<file path="src/rtl/ddtc_pkg.sv">
// Package for the drift-diffusion trial counter: fixed-point widths,
// register indexes, configuration and result types.
// Used by every module of the block but ddtc_checker; depends on nothing.
`timescale 1ns / 1ps

package ddtc_pkg;

	localparam int FRAC_BITS = 12;

	localparam int SAMPLE_W = 16;
	localparam int EV_W     = 24;
	localparam int EL_W     = 17;
	localparam int CNT_W    = 16;
	localparam int TSTEP_W  = 10;

	// noise_sd (unsigned 16) times sample (signed 16), plus one guard bit for rounding
	localparam int PROD_W = SAMPLE_W + 17;
	localparam int RND_W  = PROD_W + 1;
	localparam int INC_W  = RND_W - FRAC_BITS;
	localparam int SUM_W  = ((EV_W > INC_W) ? EV_W : INC_W) + 2;

	localparam int APB_AW    = 5;
	localparam int APB_DW    = 32;
	localparam int REG_IDX_W = 3;

	localparam int IN_DATA_W  = 16;
	localparam int OUT_DATA_W = 40;

	typedef enum logic [REG_IDX_W-1:0] {
		REG_DRIFT       = 3'd0,
		REG_NOISE_SD    = 3'd1,
		REG_NONDEC      = 3'd2,
		REG_MAX_DUR     = 3'd3,
		REG_MIN_DUR     = 3'd4,
		REG_EXP_CHOICE  = 3'd5,
		REG_TIME_STEP   = 3'd6,
		REG_RUN_COUNT   = 3'd7
	} reg_idx_t;

	typedef struct packed {
		logic signed [15:0]  drift_per_step;
		logic [15:0]         noise_sd;
		logic [15:0]         nondecision_time;
		logic [15:0]         max_duration;
		logic [15:0]         min_duration;
		logic                expected_choice;
		logic [TSTEP_W-1:0]  time_step;
		logic [CNT_W-1:0]    run_count;
	} cfg_t;

	typedef struct packed {
		logic              last;
		logic [CNT_W-1:0]  success_total;
		logic              run_success;
		logic [15:0]       run_time;
		logic              choice;
		logic              decided;
	} result_t;

endpackage

</file>
<file path="src/rtl/ddtc_regs.sv">
// Configuration register file with an APB-style access port.
// Depends on ddtc_pkg for the register indexes and cfg_t.
`timescale 1ns / 1ps

module ddtc_regs
	import ddtc_pkg::*;
(
	input  logic              clk,
	input  logic              arst_n,
	input  logic              psel,
	input  logic              penable,
	input  logic              pwrite,
	input  logic [APB_AW-1:0] paddr,
	input  logic [APB_DW-1:0] pwdata,
	output logic [APB_DW-1:0] prdata,
	output logic              pready,
	output cfg_t              cfg
);

	cfg_t     cfg_q;
	reg_idx_t idx;

	assign idx    = reg_idx_t'(paddr[APB_AW-1:2]);
	assign pready = 1'b1;
	assign cfg    = cfg_q;

	always_ff @(posedge clk or negedge arst_n) begin
		if (!arst_n) begin
			cfg_q.drift_per_step   <= '0;
			cfg_q.noise_sd         <= '0;
			cfg_q.nondecision_time <= '0;
			cfg_q.max_duration     <= '0;
			cfg_q.min_duration     <= '0;
			cfg_q.expected_choice  <= 1'b0;
			cfg_q.time_step        <= TSTEP_W'(1);
			cfg_q.run_count        <= CNT_W'(1);
		end else if (psel && penable && pwrite && pready) begin
			unique case (idx)
				REG_DRIFT:      cfg_q.drift_per_step   <= $signed(pwdata[15:0]);
				REG_NOISE_SD:   cfg_q.noise_sd         <= pwdata[15:0];
				REG_NONDEC:     cfg_q.nondecision_time <= pwdata[15:0];
				REG_MAX_DUR:    cfg_q.max_duration     <= pwdata[15:0];
				REG_MIN_DUR:    cfg_q.min_duration     <= pwdata[15:0];
				REG_EXP_CHOICE: cfg_q.expected_choice  <= pwdata[0];
				REG_TIME_STEP:  cfg_q.time_step        <= pwdata[TSTEP_W-1:0];
				REG_RUN_COUNT:  cfg_q.run_count        <= pwdata[CNT_W-1:0];
			endcase
		end
	end

	always_comb begin
		unique case (idx)
			REG_DRIFT:      prdata = APB_DW'(unsigned'(cfg_q.drift_per_step));
			REG_NOISE_SD:   prdata = APB_DW'(cfg_q.noise_sd);
			REG_NONDEC:     prdata = APB_DW'(cfg_q.nondecision_time);
			REG_MAX_DUR:    prdata = APB_DW'(cfg_q.max_duration);
			REG_MIN_DUR:    prdata = APB_DW'(cfg_q.min_duration);
			REG_EXP_CHOICE: prdata = APB_DW'(cfg_q.expected_choice);
			REG_TIME_STEP:  prdata = APB_DW'(cfg_q.time_step);
			REG_RUN_COUNT:  prdata = APB_DW'(cfg_q.run_count);
		endcase
	end

endmodule

</file>
<file path="src/rtl/ddtc_scale.sv">
// Input register and noise scaling stage: noise_sd * sample, rounded to
// FRAC_BITS fraction bits (ties toward plus infinity). Depends on ddtc_pkg.
`timescale 1ns / 1ps

module ddtc_scale
	import ddtc_pkg::*;
(
	input  logic                       clk,
	input  logic                       arst_n,
	input  logic                       s_tvalid,
	output logic                       s_tready,
	input  logic signed [SAMPLE_W-1:0] sample,
	input  logic [15:0]                noise_sd,
	input  logic                       accum_ready,
	output logic                       inc_valid,
	output logic signed [INC_W-1:0]    inc
);

	localparam logic signed [RND_W-1:0] HALF = RND_W'(1) <<< (FRAC_BITS - 1);

	logic                       valid_s1;
	logic signed [SAMPLE_W-1:0] sample_s1;
	logic                       valid_s2;
	logic signed [INC_W-1:0]    inc_s2;
	logic                       ready_s2;
	logic signed [PROD_W-1:0]   prod;
	logic signed [RND_W-1:0]    rnd;

	assign ready_s2 = !valid_s2 || accum_ready;
	assign s_tready = !valid_s1 || ready_s2;

	assign prod = $signed({1'b0, noise_sd}) * sample_s1;
	assign rnd  = RND_W'(prod) + HALF;

	always_ff @(posedge clk or negedge arst_n) begin
		if (!arst_n) begin
			valid_s1 <= 1'b0;
			valid_s2 <= 1'b0;
		end else begin
			if (s_tready)
				valid_s1 <= s_tvalid;
			if (ready_s2)
				valid_s2 <= valid_s1;
		end
	end

	always_ff @(posedge clk) begin
		if (s_tvalid && s_tready)
			sample_s1 <= sample;
		// arithmetic right shift of the rounded product is floor division
		if (ready_s2 && valid_s1)
			inc_s2 <= rnd[RND_W-1:FRAC_BITS];
	end

	assign inc_valid = valid_s2;
	assign inc       = inc_s2;

endmodule

</file>
<file path="src/rtl/ddtc_accum.sv">
// Evidence accumulator, run and batch bookkeeping, and the result register.
// Depends on ddtc_pkg for cfg_t, result_t and the fixed-point widths.
`timescale 1ns / 1ps

module ddtc_accum
	import ddtc_pkg::*;
(
	input  logic                    clk,
	input  logic                    arst_n,
	input  cfg_t                    cfg,
	input  logic                    inc_valid,
	input  logic signed [INC_W-1:0] inc,
	output logic                    accum_ready,
	output logic                    res_valid,
	input  logic                    res_ready,
	output result_t                 res
);

	localparam logic signed [SUM_W-1:0] EV_MAX  = (SUM_W'(1) <<< (EV_W - 1)) - SUM_W'(1);
	localparam logic signed [SUM_W-1:0] EV_MIN  = -(SUM_W'(1) <<< (EV_W - 1));
	localparam logic signed [EV_W-1:0]  ONE     = EV_W'(1) <<< FRAC_BITS;
	localparam logic signed [EV_W-1:0]  NEG_ONE = -ONE;

	logic signed [EV_W-1:0]  evidence_q;
	logic [EL_W-1:0]         elapsed_q;
	logic [CNT_W-1:0]        successes_q;
	logic [CNT_W-1:0]        runs_done_q;
	logic                    res_valid_q;
	result_t                 res_q;

	logic signed [SUM_W-1:0] ev_sum;
	logic signed [EV_W-1:0]  ev_sat;
	logic [EL_W:0]           el_sum;
	logic [EL_W-1:0]         el_new;
	logic [EL_W:0]           tot_time;
	logic                    timed_out;
	logic                    decided;
	logic                    choice;
	logic                    success;
	logic                    has_res;
	logic                    last;
	logic [CNT_W-1:0]        total;
	logic                    out_free;
	logic                    fire;
	result_t                 res_d;

	assign timed_out = elapsed_q >= EL_W'(cfg.max_duration);

	always_comb begin
		ev_sum = SUM_W'(evidence_q) + SUM_W'(cfg.drift_per_step) + SUM_W'(inc);
		if (ev_sum > EV_MAX)
			ev_sat = EV_W'(EV_MAX);
		else if (ev_sum < EV_MIN)
			ev_sat = EV_W'(EV_MIN);
		else
			ev_sat = ev_sum[EV_W-1:0];

		el_sum = {1'b0, elapsed_q} + (EL_W + 1)'(cfg.time_step);
		// a sample that arrives after the timeout leaves the time alone
		if (timed_out)
			el_new = elapsed_q;
		else if (el_sum[EL_W])
			el_new = '1;
		else
			el_new = el_sum[EL_W-1:0];

		decided  = !timed_out && (ev_sat >= ONE || ev_sat <= NEG_ONE);
		has_res  = timed_out || decided || (el_new >= EL_W'(cfg.max_duration));
		choice   = decided && ev_sat[EV_W-1];
		tot_time = {1'b0, el_new} + (EL_W + 1)'(cfg.nondecision_time);
		success  = decided && (choice == cfg.expected_choice)
			&& (tot_time <= (EL_W + 1)'(cfg.max_duration))
			&& (tot_time >= (EL_W + 1)'(cfg.min_duration));
		total    = successes_q + CNT_W'(success);
		last     = ({1'b0, runs_done_q} + (CNT_W + 1)'(1)) >= {1'b0, cfg.run_count};

		res_d.decided       = decided;
		res_d.choice        = choice;
		res_d.run_time      = (el_new > EL_W'(16'hFFFF)) ? 16'hFFFF : el_new[15:0];
		res_d.run_success   = success;
		res_d.success_total = total;
		res_d.last          = last;
	end

	// items that end no run pass even while a result is stalled
	assign out_free    = !res_valid_q || res_ready;
	assign accum_ready = !has_res || out_free;
	assign fire        = inc_valid && accum_ready;

	always_ff @(posedge clk or negedge arst_n) begin
		if (!arst_n) begin
			evidence_q  <= '0;
			elapsed_q   <= '0;
			successes_q <= '0;
			runs_done_q <= '0;
			res_valid_q <= 1'b0;
		end else begin
			if (fire && has_res)
				res_valid_q <= 1'b1;
			else if (res_ready)
				res_valid_q <= 1'b0;

			if (fire) begin
				if (has_res) begin
					evidence_q <= '0;
					elapsed_q  <= '0;
					if (last) begin
						successes_q <= '0;
						runs_done_q <= '0;
					end else begin
						successes_q <= total;
						runs_done_q <= runs_done_q + CNT_W'(1);
					end
				end else begin
					evidence_q <= ev_sat;
					elapsed_q  <= el_new;
				end
			end
		end
	end

	always_ff @(posedge clk) begin
		if (fire && has_res)
			res_q <= res_d;
	end

	assign res_valid = res_valid_q;
	assign res       = res_q;

endmodule

</file>
<file path="src/rtl/drift_diffusion_trial_counter_unit.sv">
// Top level of the drift-diffusion trial counter: APB register file,
// scaling stage and accumulator. Depends on ddtc_pkg and the ddtc_* modules.
//
// The block takes one noise sample per clock cycle on its input stream,
// while s_tready is high, and emits one result transaction at the end of
// each simulated run. A sample passes an input register, a stage with the
// noise_sd multiplier and rounding, and the accumulate stage, whose
// evidence and time update is combinational; the result of a run is
// registered in the output register when the accumulate stage accepts the
// sample that ended the run. Samples that end no run keep flowing while a
// result waits in the output register; the pipeline stalls only when a run
// end reaches the accumulate stage while a result still waits, and then at
// most one more sample is accepted behind it. Register writes over APB
// complete without wait states and must be made while no sample is in flight.
`timescale 1ns / 1ps

module drift_diffusion_trial_counter_unit
	import ddtc_pkg::*;
(
	input  logic                  clk,
	input  logic                  arst_n,
	// configuration port
	input  logic                  psel,
	input  logic                  penable,
	input  logic                  pwrite,
	input  logic [APB_AW-1:0]     paddr,
	input  logic [APB_DW-1:0]     pwdata,
	output logic [APB_DW-1:0]     prdata,
	output logic                  pready,
	// samples in
	input  logic                  s_tvalid,
	output logic                  s_tready,
	input  logic [IN_DATA_W-1:0]  s_tdata,   // [15:0] noise_sample
	// results out
	output logic                  m_tvalid,
	input  logic                  m_tready,
	output logic [OUT_DATA_W-1:0] m_tdata,   // [0] decided, [1] choice, [17:2] run_time,
	                                         // [18] run_success, [34:19] success_total,
	                                         // [39:35] zero
	output logic                  m_tlast
);

	cfg_t                    cfg;
	logic                    accum_ready;
	logic                    inc_valid;
	logic signed [INC_W-1:0] inc;
	result_t                 res;

	ddtc_regs u_regs (
		.clk     (clk),
		.arst_n  (arst_n),
		.psel    (psel),
		.penable (penable),
		.pwrite  (pwrite),
		.paddr   (paddr),
		.pwdata  (pwdata),
		.prdata  (prdata),
		.pready  (pready),
		.cfg     (cfg)
	);

	ddtc_scale u_scale (
		.clk         (clk),
		.arst_n      (arst_n),
		.s_tvalid    (s_tvalid),
		.s_tready    (s_tready),
		.sample      ($signed(s_tdata[SAMPLE_W-1:0])),
		.noise_sd    (cfg.noise_sd),
		.accum_ready (accum_ready),
		.inc_valid   (inc_valid),
		.inc         (inc)
	);

	ddtc_accum u_accum (
		.clk         (clk),
		.arst_n      (arst_n),
		.cfg         (cfg),
		.inc_valid   (inc_valid),
		.inc         (inc),
		.accum_ready (accum_ready),
		.res_valid   (m_tvalid),
		.res_ready   (m_tready),
		.res         (res)
	);

	assign m_tdata = {5'b0, res.success_total, res.run_success, res.run_time,
		res.choice, res.decided};
	assign m_tlast = res.last;

endmodule

</file>
<file path="config.mk">
export PLATFORM = sky130hd
export DESIGN_NAME = drift_diffusion_trial_counter_unit
export DESIGN_NICKNAME = d
export VERILOG_FILES = /design/src/rtl/ddtc_pkg.sv /design/src/rtl/ddtc_regs.sv /design/src/rtl/ddtc_scale.sv /design/src/rtl/ddtc_accum.sv /design/src/rtl/drift_diffusion_trial_counter_unit.sv
export SDC_FILE = /design/constraint.sdc
export NUM_CORES = 1
export LEC_CHECK = 0
export ABC_AREA = 1
export ABC_CLOCK_PERIOD_IN_PS = 11500
export BUFFER_PORTS_ARGS = -buffer_cell sky130_fd_sc_hd__buf_4
export CAP_MARGIN = 10
export CORE_MARGIN = 2
export CORE_UTILIZATION = 30
export DETAILED_ROUTE_END_ITERATION = 12
export GPL_TIMING_DRIVEN = 0
export PLACE_DENSITY_LB_ADDON = 0.08
export SYNTH_ARGS = -nofsm -noshare
export SYNTH_HDL_FRONTEND = slang
export SYNTH_SLANG_ARGS = --single-unit
</file>
<file path="constraint.sdc">
create_clock -name clk -period 11.5 [get_ports clk]
set_clock_uncertainty 0.05 [all_clocks]
set_input_delay 0.575 -clock clk [delete_from_list [all_inputs] [get_ports clk]]
set_output_delay 0.575 -clock clk [all_outputs]
set_load 0.02 [all_outputs]
</file>
=== Word-level counts from Yosys, hierarchy flattened ===
Index checks and enable logic that the tools add are counted.

* Word-level logic and storage cells: 95
* Output and inout port bits: 76
* Register bits: 257

* Reductions and logical operators: 34
* $mul: 1
* Eq/ne operators: 8
* Magnitude comparators: 10
* Mux-type cells: 11
* $add $sub $neg: 8

{| class="wikitable"
|+ Operator list
! cell !! count
|-
| 32-bit one-hot mux with 8 select lines || 1
|-
| 24-bit two-way mux || 3
|-
| 17-bit by 16-bit >= comparator with 1-bit output || 3
|-
| 17-bit two-way mux || 3
|-
| 33-bit by 13-bit adder with 34-bit output, second input constant || 1
|-
| 17-bit by 16-bit multiplier with 33-bit output || 1
|-
| 16-bit two-way mux || 2
|-
| 25-bit by 22-bit adder with 26-bit output || 1
|-
| 26-bit by 24-bit greater-than comparator with 1-bit output, second input constant || 1
|-
| 26-bit by 24-bit less-than comparator with 1-bit output, second input constant || 1
|-
| 24-bit by 16-bit adder with 25-bit output || 1
|-
| 24-bit by 14-bit >= comparator with 1-bit output, second input constant || 1
|-
| 24-bit by 13-bit <= comparator with 1-bit output, second input constant || 1
|-
| 17-bit by 10-bit adder with 18-bit output || 1
|-
| 17-bit by 16-bit adder with 18-bit output || 1
|-
| 18-bit by 16-bit >= comparator with 1-bit output || 1
|-
| 18-bit by 16-bit <= comparator with 1-bit output || 1
|-
| 2-bit AND reduction || 9
|-
| 16-bit by 1-bit adder with 17-bit output, second input constant || 1
|-
| 17-bit by 16-bit greater-than comparator with 1-bit output, second input constant || 1
|-
| 16-bit by 1-bit adder with 16-bit output || 1
|-
| 16-bit by 1-bit adder with 16-bit output, second input constant || 1
|-
| 3-bit equality test, second input constant || 4
|-
| 1-bit logical AND || 11
|-
| 8 further kinds || 20
|}

=== Depth between registers and ports, before layout ===
* Depth in word-level cells: 15
* Gate-level depth with buffers: 54
* Depth with buffers taken out: 53

=== Cells and area by module ===
A second synthesis with hierarchy kept.

* Cell total of the unflattened synthesis: 3464
* Area total of the unflattened synthesis: 26620.5 µm²

{| class="wikitable"
|+ By module, submodules not included
! module !! area each (µm²) !! cells each !! instances
|-
| ddtc_accum || 10767.8 || 1471 || 1
|-
| ddtc_scale || 10522.6 || 1353 || 1
|-
| ddtc_regs || 5288.8 || 634 || 1
|-
| drift_diffusion_trial_counter_unit || 41.3 || 6 || 1
|}

=== Least setup slack after synthesis ===
No wires, ideal clock.

* Path type: register to register
* Start: reg u_regs.cfg_q (netlist bit u_regs.cfg[47])
* End: reg u_accum.successes_q[14]
* Path slack: 5.019 ns
* Library setup time: 0.067 ns
* Data arrival time: 6.365 ns
* Buffers on the path: 1
* Cell stages (with the launch flop): 51
* Cells stage by stage: dfrtp_1 -> inv_1 -> ha_1 -> a21o_1 -> o21ai_0 -> nand3_1 -> a21boi_0 -> and3_1 -> inv_1 -> clkbuf_1 -> o21ai_0 -> inv_1 -> ha_1 -> nand3_1 -> nand2_1 -> a21oi_1 -> o21bai_1 -> nand3_1 -> [... 15 more ...] -> nand4_1 -> nor2_1 -> ha_1 -> ha_1 -> nand2_1 -> nor2_1 -> inv_1 -> nor2_1 -> nand2_1 -> nor3_1 -> nand3_1 -> nor2_1 -> nand3_1 -> xor2_1 -> inv_1 -> nor2_1 -> nand4_1 -> nand2_1

{| class="wikitable"
|+ RTL lines
! element !! RTL line !! text
|-
| from (decl) || ddtc_regs.sv:20 || <nowiki>cfg_t cfg_q;</nowiki>
|-
| to (signal assigned) || ddtc_accum.sv:111 || <nowiki>successes_q <= total;</nowiki>
|-
| to (decl) || ddtc_accum.sv:26 || <nowiki>logic [CNT_W-1:0] successes_q;</nowiki>
|}

==> Implementation_results.wiki <==
{| class="wikitable"
! Metric !! Value
|-
| Largest stage delay, worst path || 480 ps
|-
| Count of flip-flops with a built-in enable after synthesis || 74
|-
| Initial core utilization || 30.2%
|-
| Via count || 21.2k
|-
| Number of instances on the worst hold path || 1
|-
| Clock tree root driver cell || sky130_fd_sc_hd__clkbuf_16
|-
| Initial antenna violation count || 3
|-
| Post-route minimum period || 8780 ps
|-
| DRC violation total after the first TritonRoute iteration || 1,403
|-
| Critical-path maximum fanout || 10
|-
| Cell Rows || ~110
|-
| Fraction of final layout cells with drive strength greater than 1 || ~7%
|-
| H-tree levels || 2
|-
| Number of routed nets with antenna violations || 0
|-
| Startpoint kind of the worst setup timing path || flip-flop
|-
| Number of DRC violations after detailed routing || 0
|-
| Worst endpoint data arrival time || 9230 ps
|-
| Worst reg2reg path depth || 44
|-
| Global-route wire length before repair || around 130,000 um
|-
| Total Wirelength || around 86,000 um
|-
| Routed WL per cell || 19.5 um
|-
| Synth top area cells || sky130_fd_sc_hd__dfrtp_1, sky130_fd_sc_hd__fa_1, sky130_fd_sc_hd__nand2_1
|-
| Post-detailed-placement half-perimeter wirelength || 70,400 um
|-
| Overall die width || 294 um
|-
| Count of hold buffers inserted by post-cts repair || 1
|-
| Highest clock rate || 0.114 GHz
|-
| Area enclosed by the die boundary || 0.0864 mm2
|-
| Max Cap Viol || 0
|-
| Synthesized area per cell || 7.97 um2
|-
| Vias in the first global route || about 22k
|-
| Fin Setup TNS || 0 ps
|-
| Synthesis warning total || 0
|-
| Max_slew headroom || 33.0%
|-
| Proportion of synthesized flip-flops having asynchronous set or reset || between 70% and 80%
|-
| Origin of the worst min-delay path || s_tdata[12]
|-
| Post-detailed-route via-to-cell ratio || 4.78
|-
| Flop2flop setup slack || around 2700 ps
|-
| Critical Path Sink Type || flip-flop
|-
| Type of the setup path with the least slack || flip-flop to flip-flop
|-
| Hold EP || u_scale.sample_s1[12]
|-
| Total routing resource utilization after global routing || ~20%
|-
| CTS buffer count || 36
|-
| Sequential-to-total area share from yosys stat || 27.0%
|-
| Top-count cell post-synth || sky130_fd_sc_hd__nand2_1
|-
| Largest area contributor in the netlist || sky130_fd_sc_hd__dfrtp_1
|-
| Clock insertion delay at the later pin of the skew report || 590 ps
|-
| RD Place Congestion || a little under 0.9
|-
| Total count of max-transition violations in the final report || 0
|-
| Number of clock sinks || 257
|-
| Top FF cell, synth || sky130_fd_sc_hd__dfrtp_1
|-
| Height of the chip || 294 um
|-
| CTS tree || built
|-
| CTS clk-pin slew, worst paths || 70 ps
|-
| 1st-pass router iterations || 6
|-
| Mapped Cells || 3,165
|-
| Pin count of the biggest net entering global routing || approximately 110
|-
| Final hold violation count || 0
|-
| Tcrit/Tclk final || 76.4%
|-
| Post-CTS Setup Bufs || 0
|-
| Transition at the pin with the smallest max-transition slack || between 1000 and 1500 ps
|-
| Overflow left after global routing || 0
|-
| Standard cell with the maximum stage delay on the critical path || sky130_fd_sc_hd__clkbuf_1
|-
| Result of the run || finished clean
|-
| Cell Area, Synth || ~0.025 mm2
|-
| Yosys top cell area share || between 10% and 20%
|-
| Core Util, Final || 34.4%
|-
| Total I/O pin count || 136
|-
| Setup violation total in the final timing report || 0
|-
| CTS resizes || 0
|-
| Setup repair after global routing missed its margin || no
|-
| Data required time at the worst endpoint || ~12,000 ps
|-
| Worst reg2reg startpoint || u_regs.cfg[58]
|-
| Number of buffers on the longest clock path || 3
|-
| Number of distinct standard cells referenced by the synthesized netlist || between 50 and 60
|-
| Final net count || 3,855
|-
| Input/output buffers || 94
|-
| Core outline area || between 0.08 and 0.09 mm2
|-
| Diode insertion count for antenna repair || 0
|-
| R2R Path End || u_accum.successes_q[14]
|-
| Hold Path Class || primary input to flip-flop
|-
| Synthesis-stage register bit count || 257
|-
| Area growth from synthesis to final layout || 13.7%
|-
| List of most frequent post-synthesis cells || sky130_fd_sc_hd__nand2_1, sky130_fd_sc_hd__inv_1, sky130_fd_sc_hd__ha_1
|}
-- metrics by stage --
stage / worst slack, ps / cells / hold WS, ps / instance area [um2]
after floorplan: 5020 / 3185 / 229 / 25300
after global placement: 2760 / 4359 / 408 / 27400
after detailed placement: 2700 / 4362 / 319 / 27400
after CTS: 2630 / 4429 / 81.0 / 28700
after global routing: 1930 / 4429 / 104 / 28700
final: 2720 / 4429 / 110 / 28700
-- worst max-delay path: cells and delay by family (launching register included) --
kind / cells / cell delay (ps)
buffers and inverters: 8 / 1240
DFF: 1 / 350
xor gates and xnor gates: 2 / 490
adders and majority gates: 6 / 1670
AOI/OAI and AO/OA: 8 / 1660
and+or+nand+nor: 20 / 3220
-- routing by layer --
layer  up-vias  track usage, %  part of all wire (%)  routed length [um]
met1     10358            27.9                    45               39100
met4         4            6.83                   3.3                2890
met3       107            2.55                   5.2                4480
li1      10166               -                     -                   -
met5         -               0                 0.031                  27
met2       518            33.1                    46               39800
-- registers in the layout (all words and copies together), names as in the netlist --
register,cells
u_scale.sample_s1,16
u_scale.inc,22
u_scale.valid_s1,1
u_accum.res,36
u_accum.res_valid,1
u_accum.successes_q,16
u_accum.evidence_q,24
u_scale.inc_valid,1
u_accum.elapsed_q,17
u_accum.runs_done_q,16
u_regs.cfg,107
-- cell families (layout without fill, tap and decap cells) --
logic type                 after synthesis  count (layout)  share of synthesized area, %
DFF                                    257             257                          27.0
AOI/OAI and AO/OA                      361             361                          8.10
adders and majority gates              474             474                          30.1
and+or+nand+nor                       1247            1247                          20.2
buffers and inverters                  745             909                          11.9
other                                    2              22                        0.0298
xor gates and xnor gates                79              79                          2.74
-- layout by cell type, fill, tap and decap left out, types with 19 or more instances in the layout --
master and instances:
sky130_fd_sc_hd__o21ai_0 158, sky130_fd_sc_hd__clkbuf_16 36, sky130_fd_sc_hd__nor2_1 145, sky130_fd_sc_hd__edfxtp_1 74, sky130_fd_sc_hd__clkbuf_1 107, sky130_fd_sc_hd__nand3_1 53
sky130_fd_sc_hd__xnor2_1 19, sky130_fd_sc_hd__buf_4 116, sky130_fd_sc_hd__nor3_1 25, sky130_fd_sc_hd__fa_1 221, sky130_fd_sc_hd__nand2_1 915, sky130_fd_sc_hd__nand4_1 63
sky130_fd_sc_hd__xor2_1 60, sky130_fd_sc_hd__conb_1 22, sky130_fd_sc_hd__dfrtp_1 181, sky130_fd_sc_hd__inv_1 600, sky130_fd_sc_hd__a21oi_1 119, sky130_fd_sc_hd__ha_1 253
-- cell type report --
cell class	instances	area (um2)
fill	8802	54700
sequential	257	6800
clock inverter	17	224
inverter	604	2270
clock buffer	49	1030
timing repair buffer	98	786
tap	1080	1350
multi-input combinational	2183	15500
buffer	141	727
-- how the worst max path moves through the flow --
| stage | to | depth (start not counted) | slack [ps] | start |
|---|---|---|---|---|
| floorplan | u_accum.successes_q[14] | 50 | 5020 | u_regs.cfg[47] |
| global placement | u_accum.successes_q[14] | 49 | 2760 | u_regs.cfg[58] |
| detailed placement | u_accum.successes_q[14] | 44 | 2700 | u_regs.cfg[58] |
| CTS | u_accum.successes_q[14] | 44 | 2630 | u_regs.cfg[58] |
| global route | u_accum.successes_q[14] | 44 | 1930 | u_regs.cfg[58] |
| finish | u_accum.successes_q[14] | 44 | 2720 | u_regs.cfg[58] |
Power is not shown: default switching activity piles up to over one toggle a cycle in this logic, so the estimate is an artifact.
